[config.mk]
export PLATFORM = sky130hd
export DESIGN_NAME = sbe_ctrl
export DESIGN_NICKNAME = d
export VERILOG_FILES = /design/src/hdl/sbe_pkg.sv /design/src/hdl/sbe_ctrl.sv
export SDC_FILE = /design/constraint.sdc
export NUM_CORES = 1
export LEC_CHECK = 0
export BUFFER_PORTS_ARGS = -buffer_cell sky130_fd_sc_hd__buf_2
export CORE_AREA = 2 2 39 41
export DETAILED_ROUTE_END_ITERATION = 16
export DIE_AREA = 0 0 41 43
export GPL_TIMING_DRIVEN = 1
export PLACE_DENSITY = 0.73
export SYNTH_ARGS = -nofsm -noshare
export SYNTH_HDL_FRONTEND = slang
export SYNTH_SLANG_ARGS = --single-unit
[constraint.sdc]
create_clock -name clk -period 2.23 [get_ports clk]
set_input_delay 0.446 -clock clk [delete_from_list [all_inputs] [get_ports clk]]
set_output_delay 0.446 -clock clk [all_outputs]
set_load 0.05 [all_outputs]
[src/hdl/sbe_pkg.sv]
// Shared types, opcodes and constants for the stack bytecode executor.
`default_nettype none
package sbe_pkg;

  localparam logic [7:0] OPC_ICONST_M1 = 8'd2;
  localparam logic [7:0] OPC_ICONST_5  = 8'd8;
  localparam logic [7:0] OPC_BIPUSH    = 8'd16;
  localparam logic [7:0] OPC_SIPUSH    = 8'd17;
  localparam logic [7:0] OPC_ILOAD     = 8'd21;
  localparam logic [7:0] OPC_ILOAD_0   = 8'd26;
  localparam logic [7:0] OPC_ILOAD_3   = 8'd29;
  localparam logic [7:0] OPC_ISTORE    = 8'd54;
  localparam logic [7:0] OPC_ISTORE_0  = 8'd59;
  localparam logic [7:0] OPC_ISTORE_3  = 8'd62;
  localparam logic [7:0] OPC_IADD      = 8'd96;
  localparam logic [7:0] OPC_ISUB      = 8'd100;
  localparam logic [7:0] OPC_IMUL      = 8'd104;
  localparam logic [7:0] OPC_IDIV      = 8'd108;
  localparam logic [7:0] OPC_IREM      = 8'd112;
  localparam logic [7:0] OPC_INEG      = 8'd116;
  localparam logic [7:0] OPC_IFEQ      = 8'd159;
  localparam logic [7:0] OPC_IFNE      = 8'd160;
  localparam logic [7:0] OPC_IFLT      = 8'd161;
  localparam logic [7:0] OPC_IFGE      = 8'd162;
  localparam logic [7:0] OPC_IFGT      = 8'd163;
  localparam logic [7:0] OPC_IFLE      = 8'd164;
  localparam logic [7:0] OPC_GOTO      = 8'd167;
  localparam logic [7:0] OPC_IRETURN   = 8'd172;
  localparam logic [7:0] OPC_RETURN    = 8'd177;
  localparam logic [7:0] OPC_HALT      = 8'd255;

  // Instruction class decoded once per item
  typedef enum logic [3:0] {
    K_NOP, K_PUSHK, K_LOAD, K_STORE, K_BIN, K_DIV, K_NEG, K_BR, K_GOTO,
    K_IRET, K_RET, K_START
  } kind_t;

  typedef enum logic [3:0] {
    S_IDLE, S_POP1, S_POP1W, S_POP2, S_POP2W, S_LOCW, S_DIVW, S_EXEC,
    S_CLEAR, S_OUT, S_INIT
  } state_t;

  // Controller to datapath
  typedef struct packed {
    logic capture;   // latch the item
    logic pop;       // issue stack read at sp-1, decrement sp
    logic take_b;    // latch stack read into b
    logic take_a;    // latch stack read into a
    logic loc_rd;    // issue local read
    logic take_loc;  // latch local read into b
    logic div_go;    // start divider
    logic exec;      // perform write-back and form the result
    logic clr_step;  // clear one local
    logic clr_start; // reset clear index, sp
  } cmd_t;

  // Datapath to controller
  typedef struct packed {
    kind_t kind;
    logic  div_done;
    logic  clr_last;
  } sts_t;

endpackage
`default_nettype wire

[src/hdl/sbe_ctrl.sv]
// Controller: sequences pops, local reads, division, clear sweep and result.
`default_nettype none
module sbe_ctrl
  import sbe_pkg::*;
(
  input  wire logic clk,
  input  wire logic rst_n,
  input  wire logic in_valid,
  output logic      in_ready,
  output logic      out_valid,
  input  wire logic out_ready,
  input  wire sts_t sts,
  output cmd_t      cmd
);
  state_t state_r, state_nxt;

  // Next state
  always_comb begin
    state_nxt = state_r;
    case (state_r)
      S_INIT: if (sts.clr_last) state_nxt = S_IDLE;
      S_IDLE: if (in_valid) state_nxt = S_POP1;
      S_POP1: begin
        case (sts.kind)
          K_START: state_nxt = S_CLEAR;
          K_LOAD:  state_nxt = S_LOCW;
          K_STORE, K_NEG, K_IRET: state_nxt = S_POP1W;
          K_BIN, K_DIV, K_BR: state_nxt = S_POP1W;
          default: state_nxt = S_EXEC;
        endcase
      end
      S_POP1W: state_nxt = (sts.kind inside {K_BIN, K_DIV, K_BR}) ? S_POP2 : S_EXEC;
      S_POP2:  state_nxt = S_POP2W;
      S_POP2W: state_nxt = (sts.kind == K_DIV) ? S_DIVW : S_EXEC;
      S_LOCW:  state_nxt = S_EXEC;
      S_DIVW:  if (sts.div_done) state_nxt = S_EXEC;
      S_CLEAR: if (sts.clr_last) state_nxt = S_EXEC;
      S_EXEC:  state_nxt = S_OUT;
      S_OUT:   if (out_ready) state_nxt = S_IDLE;
      default: state_nxt = S_IDLE;
    endcase
  end

  // Sweep the locals to zero after reset before taking items
  always_ff @(posedge clk) begin
    if (!rst_n) state_r <= S_INIT;
    else state_r <= state_nxt;
  end

  // Outputs
  always_comb begin
    cmd = '0;
    in_ready = 1'b0;
    out_valid = 1'b0;
    case (state_r)
      S_INIT:  cmd.clr_step = 1'b1;
      S_IDLE: begin
        in_ready = 1'b1;
        cmd.capture = in_valid;
      end
      S_POP1: begin
        cmd.pop = (sts.kind inside {K_STORE, K_NEG, K_IRET, K_BIN, K_DIV, K_BR});
        cmd.loc_rd = (sts.kind == K_LOAD);
        cmd.clr_start = (sts.kind == K_START);
      end
      S_POP1W: begin
        cmd.take_b = 1'b1;
        cmd.pop = (sts.kind inside {K_BIN, K_DIV, K_BR});
      end
      S_POP2:  cmd.take_a = 1'b1;
      S_POP2W: cmd.div_go = (sts.kind == K_DIV);
      S_LOCW:  cmd.take_loc = 1'b1;
      S_CLEAR: cmd.clr_step = 1'b1;
      S_EXEC:  cmd.exec = 1'b1;
      S_OUT:   out_valid = 1'b1;
      default: cmd = '0;
    endcase
  end

`ifndef ASSERT_OFF
  a_ready_idle: assert property (@(posedge clk) disable iff (!rst_n)
    !(in_ready && out_valid)) else $error("accept while result pending");
  a_exec_out: assert property (@(posedge clk) disable iff (!rst_n)
    cmd.exec |=> out_valid) else $error("result not presented");
  a_div_wait: assert property (@(posedge clk) disable iff (!rst_n)
    state_r == S_DIVW && sts.div_done |=> cmd.exec) else $error("divider lost");
`endif
endmodule
`default_nettype wire

==> results.toml <==
[route]
vias = 651
drt-pass1-iter-count = 4
detail_route.vias_per_cell = 5.61
drt-total-wl_mm = 1.55
ant_nets = 0
drtIter0Drc = 17
drc = 0
wire_per_inst_um = 13.3

[power_and_ir_drop]
switching_share_pct = 52.9
irDropWorstVdd_uv = 384
switching_power_mw = 0.354
p_comb_share_pct = 66.9
p_seq_share_pct = 19.4
power.density_nw_per_um2 = 845
leakagePower_nw = 0.346
clock_power_share_pct = 13.7
internal_power_mw = 0.315

[worst_setup_path]
r2r_end = "state_r[2]"
path_cells = "or4b_4 -> nor3_2 -> a21oi_1 -> o22ai_4 -> buf_6"
critPathSlowestCell = "or4b_4"
cp-end-kind = "primary output"
cp-start-kind = "register"
ff2ff_setup_slack_ps = 520
worstRegToRegCells = 5
path_class = "register to primary output"
reg2reg_from = "state_r[2]"
critPathMaxStageDelay_ps = 600
critical_path_arrival_ps = 1730
cp_max_fo = 5
cp.required_ps = 1780

[floorplanning]
coreArea_um2 = 1380
rows = 14
io_pins = 22
die_area_um2 = 1760
die_y_um = 43
start_util_pct = 42.6
die_w_um = 41

[yosys]
synth_fp_nets = 88
syn-instance-count = 78
synth_seq_cells = 4
synth-edff-count = 0
seq_area_frac_synth_pct = 13.6
yosys-top-cells-count = "nor2_1, a21oi_1, nand2_1"
ys.warnings.count = 0
synth_flop_cell = "dfxtp_1"
yosysTopAreaCell = "dfxtp_1"
synth_area_per_cell_um2 = 7.56
synth_most_common_cell = "nor2_1"
postSynth.asyncResetShare_pct = 0
ys_types = 43
syn-cell-area_um2 = 589
synth_top_area_share_pct = 13.6
yosys-top-cells-area = "dfxtp_1, buf_6, nor2_1"

[layout]
diodes = 0
largest_reg_flops = 4
largestRegisters = "state_r (4)"
nNetsFinal = 112
area_growth_pct = 34.4
max_flop_register = "state_r"
layout-drive-gt1-share_pct = 43.0
num-fill-cells = 133
final-instance-count-excl-fill = 116

[sta]
post-route-min-period_ps = 2170
clock-skew-final_ps = 0.611
finalSetupTns_ps = 0
grt_setup_unrepaired = "yes"
hold_viol_final = 0
max_slew_margin_pct = 78.8
finalSetupViolCount = 0
finalCritPeriodShare_pct = 97.4
max_freq_ghz = 0.460
tightestPinTransition_ps = 314
drv_slew = 0

[cts]
postCtsHoldBufs = 0
cts_tree = "done"
h-tree-depth = 1
clockBufferDepth = 2
numCtsBuffers = 3
clkTransAtPathRegs_ps = 40
cts.sinks = 4
clkLatencyLatePin_ps = 230
root_buffer = "clkbuf_4"
post_cts_buffers = 0

[worst_hold_path]
hp-start = "rst_n"
whs_path_depth = 2
holdPathEnd = "state_r[1]"
hold_path_class = "input port to register"

[placement]
placed_cells = 113
io_buffers = 21
gp_congestion = 0.835
hpwlAfterDp_mm = 1.18

[global_routing]
antenna_found_initial = 0
grt_max_degree = 16
track_usage_pct = 20.3
grt_pass1_wl_mm = 2.51
grt_pass1_vias = 572
grt_overflow = 0

[outcome]
status = "completed"

[job]
maxCapViolations = 0
## through the flow
stage                     hold slack, ps  instance area [µm²]  utilization [%]  setup WS [ps]  power (mW)
after floorplan                      512                  648                -          -59.2       0.490
after global placement               663                  748             54.1            171       0.564
after detailed placement             667                  748             54.1            141       0.568
after CTS                            418                  782             56.5           8.61       0.667
after global routing                 418                  792             57.2          -14.7       0.719
final                                425                  792             57.2           58.3       0.669
## final cells by class
type                    instances  area, µm²  share of cell area, %
multi-input cells              63        504                   63.7
repair buffers                 25        144                   18.2
flip-flops and latches          4       82.6                   10.4
clock buffers                   3       22.5                   2.84
well taps                      16       20.0                   2.53
inverters                       5       18.8                   2.37
## metal layers
| layer | wire [µm] | vias up | global-route usage, % |
|---|---|---|---|
| met5 | 0 | - | 0 |
| met4 | 0 | 0 | 2.00 |
| met3 | 108 | 0 | 6.28 |
| met2 | 735 | 26 | 30.0 |
| met1 | 701 | 286 | 29.2 |
| li1 | - | 339 | - |
## cell families after synthesis
kind of cell / after synthesis / synth area share (%)
flip-flops: 4 / 13.6
XOR/XNOR: 1 / 1.49
AO/OA/AOI/OAI: 23 / 30.2
buffers and inverters: 11 / 12.5
AND/OR/NAND/NOR: 39 / 42.3
## power groups by stage
stage	Sequential, mW	Combinational [mW]	Clock [mW]
2_1_floorplan	0.121	0.369	0
3_3_place_gp	0.123	0.441	0
3_5_place_dp	0.126	0.441	0
4_1_cts	0.125	0.445	0.0969
5_1_grt	0.132	0.481	0.106
6_report	0.130	0.448	0.0919
## worst max-delay path, delay by kind of cell, from the launching register on
family,cells,cell delay (ps)
simple gates,2,740
flops,1,350
compound gates,2,230
buf+inv,1,180
## timing repair
action / in CTS / in global routing
pin swaps: 1 / 2
gates resized for setup: 3 / 4
setup endpoints to repair: 1 / 2
## worst max-delay path by stage
stage / startpoint / to / slack (ps) / cells past startpoint
after floorplan: state_r[0] / cmd[8] / -60 / 5
after global placement: state_r[2] / cmd[8] / 170 / 5
after detailed placement: state_r[2] / cmd[8] / 140 / 5
after CTS: state_r[2] / cmd[8] / 9 / 5
after global routing: state_r[3] / cmd[8] / -10 / 5
final: state_r[3] / cmd[8] / 60 / 5
## layout by cell type, fill, tap and decap left out, types with 2 or more instances in the layout
| master | Yosys | routed |
|---|---|---|
| a21oi_1 | 5 | 5 |
| buf_2 | 2 | 19 |
| buf_4 | 0 | 5 |
| clkbuf_4 | 0 | 3 |
| dfxtp_1 | 4 | 2 |
| dfxtp_2 | 0 | 2 |
| inv_1 | 4 | 4 |
| nand2_1 | 5 | 5 |
| nand2b_1 | 4 | 4 |
| nor2_1 | 10 | 10 |
| nor3b_1 | 2 | 2 |
| nor4_4 | 1 | 3 |
| o21ai_0 | 3 | 3 |
No activity file was read; power rests on OpenSTA's default activity.
